--- src/sv/hcbm_pkg.sv ---
package hcbm_pkg;

    localparam int PIX_W   = 8;
    localparam int COORD_W = 11;
    localparam int HITS_W  = 23;
    localparam int SUM_W   = 33;
    localparam int NUM_REGS = 7;
    localparam int IDX_W   = 3;

    localparam logic [IDX_W-1:0] REG_T0_HUE = 3'd0;
    localparam logic [IDX_W-1:0] REG_T0_SAT = 3'd1;
    localparam logic [IDX_W-1:0] REG_T0_VAL = 3'd2;
    localparam logic [IDX_W-1:0] REG_T1_HUE = 3'd3;
    localparam logic [IDX_W-1:0] REG_T1_SAT = 3'd4;
    localparam logic [IDX_W-1:0] REG_T1_VAL = 3'd5;
    localparam logic [IDX_W-1:0] REG_TOL    = 3'd6;

    localparam logic [PIX_W-1:0] TOL_RESET = 8'd10;
    localparam logic [HITS_W-1:0] COUNT_MAX = {HITS_W{1'b1}};
    localparam logic [SUM_W-1:0]  SUM_MAX   = {SUM_W{1'b1}};

    // Controller to datapath.
    typedef struct packed {
        logic load;      // capture a new pixel
        logic div_start; // begin both divisions
        logic div_step;  // one quotient bit
        logic accum;     // test and accumulate
        logic emit;      // frame end: latch result and clear
    } ctrl_cmd_t;

    // Datapath to controller.
    typedef struct packed {
        logic div_done;
        logic frame_end;
    } ctrl_sts_t;

endpackage

--- src/sv/hsv_color_blob_moments.sv ---
// A pixel is captured on acceptance, divided, then accumulated; a frame result is
// valid the cycle after its frame-end pixel accumulates.
// A new pixel is accepted only after the previous one has accumulated, paced
// by the bit-serial saturation and hue dividers (one quotient bit per cycle
// over 18 steps); a frame end also waits while the previous result is pending.
// Reset (aresetn low, synchronous): clears targets, tolerance to 10, all
// accumulators and the result valid flag.
module hsv_color_blob_moments #(
    parameter int NUM_COLORS = 2,
    parameter int MAX_SIDE   = 2048
) (
    input  logic                         aclk,
    input  logic                         aresetn,
    input  logic                         cfg_valid,
    output logic                         cfg_ready,
    input  logic [hcbm_pkg::IDX_W-1:0]   cfg_index,
    input  logic [hcbm_pkg::PIX_W-1:0]   cfg_data,
    input  logic                         s_valid,
    output logic                         s_ready,
    input  logic [hcbm_pkg::PIX_W-1:0]   s_red,
    input  logic [hcbm_pkg::PIX_W-1:0]   s_green,
    input  logic [hcbm_pkg::PIX_W-1:0]   s_blue,
    input  logic [hcbm_pkg::COORD_W-1:0] s_pos_x,
    input  logic [hcbm_pkg::COORD_W-1:0] s_pos_y,
    input  logic                         s_frame_end,
    output logic                         m_valid,
    input  logic                         m_ready,
    output logic                         m_found0,
    output logic [hcbm_pkg::HITS_W-1:0]  m_hits0,
    output logic [hcbm_pkg::SUM_W-1:0]   m_sumx0,
    output logic [hcbm_pkg::SUM_W-1:0]   m_sumy0,
    output logic                         m_found1,
    output logic [hcbm_pkg::HITS_W-1:0]  m_hits1,
    output logic [hcbm_pkg::SUM_W-1:0]   m_sumx1,
    output logic [hcbm_pkg::SUM_W-1:0]   m_sumy1
);
    import hcbm_pkg::*;

    ctrl_cmd_t cmd;
    ctrl_sts_t sts;

    assign cfg_ready = 1'b1;

    hcbm_ctrl u_ctrl (
        .aclk    (aclk),
        .aresetn (aresetn),
        .s_valid (s_valid),
        .s_ready (s_ready),
        .m_valid (m_valid),
        .m_ready (m_ready),
        .cmd     (cmd),
        .sts     (sts)
    );

    hcbm_datapath #(
        .NUM_COLORS (NUM_COLORS),
        .MAX_SIDE   (MAX_SIDE)
    ) u_dp (
        .aclk        (aclk),
        .aresetn     (aresetn),
        .cmd         (cmd),
        .sts         (sts),
        .cfg_valid   (cfg_valid),
        .cfg_index   (cfg_index),
        .cfg_data    (cfg_data),
        .s_red       (s_red),
        .s_green     (s_green),
        .s_blue      (s_blue),
        .s_pos_x     (s_pos_x),
        .s_pos_y     (s_pos_y),
        .s_frame_end (s_frame_end),
        .m_found0    (m_found0),
        .m_hits0     (m_hits0),
        .m_sumx0     (m_sumx0),
        .m_sumy0     (m_sumy0),
        .m_found1    (m_found1),
        .m_hits1     (m_hits1),
        .m_sumx1     (m_sumx1),
        .m_sumy1     (m_sumy1)
    );

`ifndef SYNTH
    // A result transaction is only produced by an emit, and never over one pending.
    a_emit_free: assert property (@(posedge aclk) disable iff (!aresetn)
        cmd.emit |-> (!m_valid || m_ready))
        else $error("emit while result pending");
    a_emit_valid: assert property (@(posedge aclk) disable iff (!aresetn)
        cmd.emit |=> m_valid)
        else $error("emit did not raise m_valid");
    a_found_hits: assert property (@(posedge aclk) disable iff (!aresetn)
        m_valid |-> (m_found0 == (m_hits0 != '0)) && (m_found1 == (m_hits1 != '0)))
        else $error("found flag disagrees with hit count");
`endif

endmodule

--- src/sv/hcbm_ctrl.sv ---
module hcbm_ctrl (
    input  logic                aclk,
    input  logic                aresetn,
    input  logic                s_valid,
    output logic                s_ready,
    output logic                m_valid,
    input  logic                m_ready,
    output hcbm_pkg::ctrl_cmd_t cmd,
    input  hcbm_pkg::ctrl_sts_t sts
);
    import hcbm_pkg::*;

    localparam logic [1:0] ST_IDLE = 2'd0;
    localparam logic [1:0] ST_DIV  = 2'd1;
    localparam logic [1:0] ST_ACC  = 2'd2;

    logic [1:0] state_reg, state_next;
    logic       mvalid_reg, mvalid_next;

    // A finished frame result waits in the output register; the next pixel
    // may still enter, but accumulation of a frame end waits for it to drain.
    assign s_ready = (state_reg == ST_IDLE);
    assign m_valid = mvalid_reg;

    always_comb begin
        state_next  = state_reg;
        mvalid_next = mvalid_reg;
        cmd         = '0;
        if (mvalid_reg && m_ready) begin
            mvalid_next = 1'b0;
        end
        case (state_reg)
            ST_IDLE: begin
                if (s_valid) begin
                    cmd.load      = 1'b1;
                    cmd.div_start = 1'b1;
                    state_next    = ST_DIV;
                end
            end
            ST_DIV: begin
                cmd.div_step = 1'b1;
                if (sts.div_done) begin
                    state_next = ST_ACC;
                end
            end
            ST_ACC: begin
                if (!sts.frame_end) begin
                    cmd.accum  = 1'b1;
                    state_next = ST_IDLE;
                end else if (!mvalid_next) begin
                    cmd.accum   = 1'b1;
                    cmd.emit    = 1'b1;
                    mvalid_next = 1'b1;
                    state_next  = ST_IDLE;
                end
            end
            default: begin
                state_next = ST_IDLE;
            end
        endcase
    end

    always_ff @(posedge aclk) begin
        if (!aresetn) begin
            state_reg  <= ST_IDLE;
            mvalid_reg <= 1'b0;
        end else begin
            state_reg  <= state_next;
            mvalid_reg <= mvalid_next;
        end
    end

endmodule

--- src/sv/hcbm_datapath.sv ---
module hcbm_datapath #(
    parameter int NUM_COLORS = 2,
    parameter int MAX_SIDE   = 2048
) (
    input  logic                         aclk,
    input  logic                         aresetn,
    input  hcbm_pkg::ctrl_cmd_t          cmd,
    output hcbm_pkg::ctrl_sts_t          sts,
    input  logic                         cfg_valid,
    input  logic [hcbm_pkg::IDX_W-1:0]   cfg_index,
    input  logic [hcbm_pkg::PIX_W-1:0]   cfg_data,
    input  logic [hcbm_pkg::PIX_W-1:0]   s_red,
    input  logic [hcbm_pkg::PIX_W-1:0]   s_green,
    input  logic [hcbm_pkg::PIX_W-1:0]   s_blue,
    input  logic [hcbm_pkg::COORD_W-1:0] s_pos_x,
    input  logic [hcbm_pkg::COORD_W-1:0] s_pos_y,
    input  logic                         s_frame_end,
    output logic                         m_found0,
    output logic [hcbm_pkg::HITS_W-1:0]  m_hits0,
    output logic [hcbm_pkg::SUM_W-1:0]   m_sumx0,
    output logic [hcbm_pkg::SUM_W-1:0]   m_sumy0,
    output logic                         m_found1,
    output logic [hcbm_pkg::HITS_W-1:0]  m_hits1,
    output logic [hcbm_pkg::SUM_W-1:0]   m_sumx1,
    output logic [hcbm_pkg::SUM_W-1:0]   m_sumy1
);
    import hcbm_pkg::*;

    localparam int SLOTS = 2;
    localparam logic [COORD_W-1:0] SIDE_MAX = COORD_W'(MAX_SIDE - 1);
    // Dividends: 510*diff + mx < 2^17; 2*num + diff < 2^18 (num < 180*diff).
    localparam int NUM_W  = 18;
    localparam int DEN_W  = 9;
    localparam int QBITS  = 9;
    localparam int CNT_W  = 5;

    // Configuration registers.
    logic [PIX_W-1:0] tgt_reg [SLOTS][3];
    logic [PIX_W-1:0] tol_reg;

    always_ff @(posedge aclk) begin
        if (!aresetn) begin
            for (int k = 0; k < SLOTS; k++) begin
                for (int c = 0; c < 3; c++) begin
                    tgt_reg[k][c] <= '0;
                end
            end
            tol_reg <= TOL_RESET;
        end else if (cfg_valid) begin
            case (cfg_index)
                REG_T0_HUE: tgt_reg[0][0] <= cfg_data;
                REG_T0_SAT: tgt_reg[0][1] <= cfg_data;
                REG_T0_VAL: tgt_reg[0][2] <= cfg_data;
                REG_T1_HUE: tgt_reg[1][0] <= cfg_data;
                REG_T1_SAT: tgt_reg[1][1] <= cfg_data;
                REG_T1_VAL: tgt_reg[1][2] <= cfg_data;
                REG_TOL:    tol_reg       <= cfg_data;
                default: ;
            endcase
        end
    end

    // Captured pixel.
    logic [COORD_W-1:0] px_reg, py_reg;
    logic               fe_reg;
    logic [PIX_W-1:0]   val_reg;
    logic               grey_reg;

    // Max/min and hue numerator of the incoming pixel.
    logic [PIX_W-1:0] mx, mn, diff;
    logic [NUM_W-1:0] hnum;
    logic signed [17:0] num_s;

    always_comb begin
        mx = s_red;
        if (s_green > mx) mx = s_green;
        if (s_blue > mx) mx = s_blue;
        mn = s_red;
        if (s_green < mn) mn = s_green;
        if (s_blue < mn) mn = s_blue;
        diff = mx - mn;
        if (mx == s_red) begin
            num_s = 18'sd30 * ($signed({10'd0, s_green}) - $signed({10'd0, s_blue}));
        end else if (mx == s_green) begin
            num_s = 18'sd60 * $signed({10'd0, diff})
                  + 18'sd30 * ($signed({10'd0, s_blue}) - $signed({10'd0, s_red}));
        end else begin
            num_s = 18'sd120 * $signed({10'd0, diff})
                  + 18'sd30 * ($signed({10'd0, s_red}) - $signed({10'd0, s_green}));
        end
        if (num_s < 0) begin
            num_s = num_s + 18'sd180 * $signed({10'd0, diff});
        end
        hnum = NUM_W'(2 * num_s + $signed({10'd0, diff}));
    end

    // Two restoring dividers, one quotient bit a cycle.
    logic [NUM_W-1:0] sn_reg, hn_reg;
    logic [DEN_W-1:0] sd_reg, hd_reg;
    logic [NUM_W-1:0] srem_reg, hrem_reg;
    logic [QBITS-1:0] sq_reg, hq_reg;
    logic [CNT_W-1:0] cnt_reg;
    logic [NUM_W-1:0] srem_sh, hrem_sh;

    assign srem_sh = {srem_reg[NUM_W-2:0], sn_reg[NUM_W-1]};
    assign hrem_sh = {hrem_reg[NUM_W-2:0], hn_reg[NUM_W-1]};

    always_ff @(posedge aclk) begin
        if (cmd.load) begin
            px_reg   <= (s_pos_x > SIDE_MAX) ? SIDE_MAX : s_pos_x;
            py_reg   <= (s_pos_y > SIDE_MAX) ? SIDE_MAX : s_pos_y;
            fe_reg   <= s_frame_end;
            val_reg  <= mx;
            grey_reg <= (diff == '0);
        end
        if (cmd.div_start) begin
            sn_reg   <= NUM_W'(17'd510 * diff + mx);
            sd_reg   <= {mx, 1'b0};
            hn_reg   <= hnum;
            hd_reg   <= {diff, 1'b0};
            srem_reg <= '0;
            hrem_reg <= '0;
            sq_reg   <= '0;
            hq_reg   <= '0;
            cnt_reg  <= '0;
        end else if (cmd.div_step) begin
            sn_reg  <= {sn_reg[NUM_W-2:0], 1'b0};
            hn_reg  <= {hn_reg[NUM_W-2:0], 1'b0};
            cnt_reg <= cnt_reg + 1'b1;
            if (srem_sh >= NUM_W'(sd_reg)) begin
                srem_reg <= srem_sh - NUM_W'(sd_reg);
                sq_reg   <= {sq_reg[QBITS-2:0], 1'b1};
            end else begin
                srem_reg <= srem_sh;
                sq_reg   <= {sq_reg[QBITS-2:0], 1'b0};
            end
            if (hrem_sh >= NUM_W'(hd_reg)) begin
                hrem_reg <= hrem_sh - NUM_W'(hd_reg);
                hq_reg   <= {hq_reg[QBITS-2:0], 1'b1};
            end else begin
                hrem_reg <= hrem_sh;
                hq_reg   <= {hq_reg[QBITS-2:0], 1'b0};
            end
        end
    end

    assign sts.div_done  = (cnt_reg == CNT_W'(NUM_W - 1));
    assign sts.frame_end = fe_reg;

    // Final HSV.
    logic [PIX_W-1:0] hsv [3];
    always_comb begin
        if (grey_reg) begin
            hsv[0] = '0;
        end else if (hq_reg >= QBITS'(180)) begin
            hsv[0] = PIX_W'(hq_reg - QBITS'(180));
        end else begin
            hsv[0] = hq_reg[PIX_W-1:0];
        end
        hsv[1] = (val_reg == '0) ? '0 : sq_reg[PIX_W-1:0];
        hsv[2] = val_reg;
    end

    // Accumulators.
    logic [HITS_W-1:0] cnt_acc_reg [SLOTS];
    logic [SUM_W-1:0]  xs_reg [SLOTS];
    logic [SUM_W-1:0]  ys_reg [SLOTS];
    logic [SLOTS-1:0]  en, hit;
    logic [SUM_W:0]    xs_add [SLOTS];
    logic [SUM_W:0]    ys_add [SLOTS];

    always_comb begin
        for (int k = 0; k < SLOTS; k++) begin
            en[k]  = (k < NUM_COLORS) && (tgt_reg[k][0] != '0) &&
                     (tgt_reg[k][1] != '0) && (tgt_reg[k][2] != '0);
            hit[k] = en[k];
            for (int c = 0; c < 3; c++) begin
                if ({1'b0, hsv[c]} + {1'b0, tol_reg} < {1'b0, tgt_reg[k][c]} ||
                    {1'b0, hsv[c]} > {1'b0, tgt_reg[k][c]} + {1'b0, tol_reg}) begin
                    hit[k] = 1'b0;
                end
            end
            xs_add[k] = {1'b0, xs_reg[k]} + (SUM_W+1)'(px_reg);
            ys_add[k] = {1'b0, ys_reg[k]} + (SUM_W+1)'(py_reg);
        end
    end

    logic [HITS_W-1:0] cnt_new [SLOTS];
    logic [SUM_W-1:0]  xs_new [SLOTS];
    logic [SUM_W-1:0]  ys_new [SLOTS];

    always_comb begin
        for (int k = 0; k < SLOTS; k++) begin
            cnt_new[k] = cnt_acc_reg[k];
            xs_new[k]  = xs_reg[k];
            ys_new[k]  = ys_reg[k];
            if (hit[k]) begin
                if (cnt_acc_reg[k] != COUNT_MAX) cnt_new[k] = cnt_acc_reg[k] + 1'b1;
                xs_new[k] = xs_add[k][SUM_W] ? SUM_MAX : xs_add[k][SUM_W-1:0];
                ys_new[k] = ys_add[k][SUM_W] ? SUM_MAX : ys_add[k][SUM_W-1:0];
            end
        end
    end

    always_ff @(posedge aclk) begin
        if (!aresetn) begin
            for (int k = 0; k < SLOTS; k++) begin
                cnt_acc_reg[k] <= '0;
                xs_reg[k]      <= '0;
                ys_reg[k]      <= '0;
            end
        end else if (cmd.accum) begin
            for (int k = 0; k < SLOTS; k++) begin
                cnt_acc_reg[k] <= cmd.emit ? '0 : cnt_new[k];
                xs_reg[k]      <= cmd.emit ? '0 : xs_new[k];
                ys_reg[k]      <= cmd.emit ? '0 : ys_new[k];
            end
        end
    end

    // Result register.
    logic [SLOTS-1:0]  found_reg;
    logic [HITS_W-1:0] ohits_reg [SLOTS];
    logic [SUM_W-1:0]  osx_reg [SLOTS];
    logic [SUM_W-1:0]  osy_reg [SLOTS];
    logic [SLOTS-1:0]  fnd;

    always_comb begin
        for (int k = 0; k < SLOTS; k++) begin
            fnd[k] = en[k] && (cnt_new[k] != '0);
        end
    end

    always_ff @(posedge aclk) begin
        if (cmd.emit) begin
            for (int k = 0; k < SLOTS; k++) begin
                found_reg[k] <= fnd[k];
                ohits_reg[k] <= fnd[k] ? cnt_new[k] : '0;
                osx_reg[k]   <= fnd[k] ? xs_new[k] : '0;
                osy_reg[k]   <= fnd[k] ? ys_new[k] : '0;
            end
        end
    end

    assign m_found0 = found_reg[0];
    assign m_hits0  = ohits_reg[0];
    assign m_sumx0  = osx_reg[0];
    assign m_sumy0  = osy_reg[0];
    assign m_found1 = found_reg[1];
    assign m_hits1  = ohits_reg[1];
    assign m_sumx1  = osx_reg[1];
    assign m_sumy1  = osy_reg[1];

endmodule

--- config.mk ---
export PLATFORM = sky130hd
export DESIGN_NAME = hsv_color_blob_moments
export DESIGN_NICKNAME = d
export VERILOG_FILES = /design/src/sv/hcbm_pkg.sv /design/src/sv/hsv_color_blob_moments.sv /design/src/sv/hcbm_ctrl.sv /design/src/sv/hcbm_datapath.sv
export SDC_FILE = /design/constraint.sdc
export NUM_CORES = 2
export LEC_CHECK = 0
export ABC_AREA = 1
export BUFFER_PORTS_ARGS = -buffer_cell sky130_fd_sc_hd__buf_2
export CAP_MARGIN = 0
export CORE_UTILIZATION = 68
export DETAILED_ROUTE_END_ITERATION = 8
export HOLD_SLACK_MARGIN = 0.12
export PLACE_DENSITY = 0.95
export SETUP_SLACK_MARGIN = 0.3
export SLEW_MARGIN = 15
export SYNTH_ARGS = -nofsm -noshare
export SYNTH_HDL_FRONTEND = slang
export SYNTH_SLANG_ARGS = --single-unit
export TNS_END_PERCENT = 100
--- constraint.sdc ---
create_clock -name aclk -period 32.2 [get_ports aclk]
set_input_delay 6.44 -clock aclk [delete_from_list [all_inputs] [get_ports aclk]]
set_output_delay 6.44 -clock aclk [all_outputs]
set_load 0.01 [all_outputs]
==> summary.md <==
| Metric | Value |
|---|---|
| Critical Path Max Stage Delay | 0.80 ns |
| CTS sink cnt | 549 |
| Cell mode on critical path | nand2_1 |
| Post-synth cell types | between 60 and 70 |
| Max-slew violations | 0 |
| Number of synthesized flops with an enable pin | a little under 500 |
| Setup CP Type | primary input to flop |
| Root buf cell | clkbuf_16 |
| Failing checks | DRC |
| Worst EP arrival | approximately 17 ns |
| # DRC | 2 |
| Minimum clock period | 17.13 ns |
| Slew margin rel. | 0.185 |
| CTS tree | built |
| CP Buf/Inv Count | 13 |
| Total wire length | roughly 120000 µm |
| Top-Level Pins | between 200 and 250 |
| Share of cells above drive strength 1 | 0.0847 |
| CP required | 32.56 ns |
| Post-Syn Area | 0.0436 mm² |
| Crit. Startpoint | s_green[5] |
| Area grow syn2layout | 9.27% |
| Wire per inst | 19.3 µm |
| Max cap viols | 0 |
| CTS Hold Bufs | 0 |
| Setup TNS | 0 ns |
| Commonest non-fill, non-tap cells in the layout | inv_1 (930), nand2_1 (796), nor2_1 (634), edfxtp_1 (482), ha_1 (462) |
| Layout Skew | 0.0885 ns |
| Antenna violations before repair | 8 |
| Critical Path Start Type | primary input |
| Seq/Total Area, Yosys | 0.363 |
| Total Routing Usage GR | 0.380 |
| Site Rows | a little over 90 |
| # Post-CTS Setup Buffers | 0 |
| Min-delay src | u_dp.srem_reg[16]$_SDFFE_PP0P_ |
| Syn_area_per_cell | about 8.2 µm² |
| NumNets Final | 6130 |
| CTS HTree Levels | 2 |
| Least-Margin Pin Slew | between 1 and 1.5 ns |
| Fin crit share | 0.532 |
| Gr ovfl total | 0 |
| Crit. End Element | flop |
| Vias in the first global route | 38.3k |
| Drt first pass iters | 9 |
| Clk pin slew, worst setup/hold paths | 0.06 ns |
| Syn_nets | between 5k and 6k |
| Top delay family on crit path | simple AND/OR/NAND/NOR gates |
| Post-synth top flop | edfxtp_1 |
| Fmax | 58.4 MHz |
| Routed Antenna Nets | 0 |
| Final Hold Viols | 0 |
| RSZ-0062 raised after global routing | no |
| Async SR Flop Fraction | 0 |
| Die Area | 0.0651 mm² |
| Crit-path max FO | 23 |
| DRT iter0 DRCs | 4678 |
| YS warnings | 0 |
| Total of fill cells in the finished design | 4095 |
| Hold crit path type | flop to flop |
| CTS Buffer Depth | 3 |
| R2R Path Start | u_dp.val_reg[0]$_DFFE_PP_ |
| Gate Count Post-Synth | 5296 |
| Placeable Area | around 0.063 mm² |
| Final setup viols | 0 |
| CTS Buf Count | 57 |
| Die H | 255 µm |
| IO buf count | about 240 |
| Worst-skew pair later-pin latency | 0.68 ns |
| Pin count of the biggest net entering global routing | 152 |
| First-pass GRT wire length | 196000 µm |
| HPWL after DPL | 86500 µm |
| Crit-path slowest cell | xor2_1 |
| Starting Density | 0.690 |
| Placer Congestion | 0.981 |
| Via-per-instance ratio | around 6.1 |
| #FFs+latches synth | 549 |
| Most common cell after layout, fill and taps aside | inv_1 |
| Die X | around 260 µm |
| Outcome | complete, but fails checks |
| Vias | 39.3k |
| Post_cts resized | 0 |
-- worst paths after layout --
check | endpoint | slack (ns) | cells past startpoint
worst max-delay path | u_dp.hn_reg[14]$_DFFE_PP_ | 15.07 | 64
worst min-delay path | u_dp.srem_reg[16]$_SDFFE_PP0P_ | 0.48 | 2
worst max register to register | u_dp.osx_reg[0][32]$_SDFFCE_PN0P_ | 24.48 | 30
worst min register to register | u_dp.srem_reg[16]$_SDFFE_PP0P_ | 0.48 | 2
-- per-stage QoR --
| step | instances | setup slack (ns) | utilization | hold slack, ns | instance area, µm² |
|---|---|---|---|---|---|
| 3_3_place_gp | 6290 | 15.24 | 0.721 | 0.446 | 45600 |
| 6_report | 6400 | 15.07 | 0.754 | 0.478 | 47700 |
| 3_5_place_dp | 6290 | 14.77 | 0.721 | 0.456 | 45600 |
| 4_1_cts | 6397 | 15.32 | 0.754 | 0.471 | 47600 |
| 5_1_grt | 6399 | 14.11 | 0.754 | 0.519 | 47700 |
| 2_1_floorplan | 5296 | 16.44 | - | 0.429 | 43600 |
-- synthesized netlist by cell type (67+ instances only) --
| cell type | n | area [µm²] |
|---|---|---|
| xor2_1 | 183 | 1600 |
| nand3_1 | 272 | 1360 |
| nand4_1 | 82 | 513 |
| nand2_1 | 800 | 3000 |
| ha_1 | 462 | 5780 |
| xnor2_1 | 106 | 928 |
| nor3_1 | 83 | 415 |
| o21ai_0 | 269 | 1350 |
| dfxtp_1 | 67 | 1340 |
| nor2_1 | 635 | 2380 |
| fa_1 | 102 | 2040 |
| clkbuf_1 | 84 | 315 |
| edfxtp_1 | 482 | 14500 |
| inv_1 | 931 | 3490 |
| a21oi_1 | 292 | 1460 |
-- final cells by class --
class | count | area (µm²) | area share
clock buffers | 65 | 1510 | 0.0317
clock inverters | 42 | 541 | 0.0113
well taps | 846 | 1060 | 0.0222
flip-flops and latches | 549 | 15800 | 0.332
inverters | 943 | 3540 | 0.0743
multi-input cells | 3692 | 23800 | 0.500
repair buffers | 260 | 1360 | 0.0285
diodes | 3 | 7.51 | 0.000158
-- kinds of logic after synthesis --
family | share of synthesized area
AOI/OAI and AO/OA | 0.107
xor gates and xnor gates | 0.0580
adders and majority gates | 0.179
buffers and inverters | 0.0923
DFF | 0.363
muxes | 0.000689
other | 0.0000860
and+or+nand+nor | 0.200
-- worst reg2reg max path: cells and delay by family, from the launching register on --
kind	cells	cell delay, ns
XOR/XNOR	2	0.32
AO/OA/AOI/OAI	4	0.61
flip-flops	1	0.50
adder cells (fa/ha/maj)	2	0.73
buffers and inverters	6	1.85
AND/OR/NAND/NOR	16	3.46
-- layer usage --
| metal | track usage | share of wire | wire length [µm] | up-vias |
|---|---|---|---|---|
| met4 | 0.240 | 0.071 | 8750 | 8 |
| met3 | 0.0881 | 0.10 | 12900 | 697 |
| met1 | 0.467 | 0.37 | 45300 | 18038 |
| met5 | 0.00827 | 0.00068 | 84 | - |
| li1 | - | - | - | 17958 |
| met2 | 0.604 | 0.46 | 56300 | 2613 |
Power is left out: the tool's default activity adds up to more than one toggle a clock period on the data nets, which glitch-free logic cannot reach.
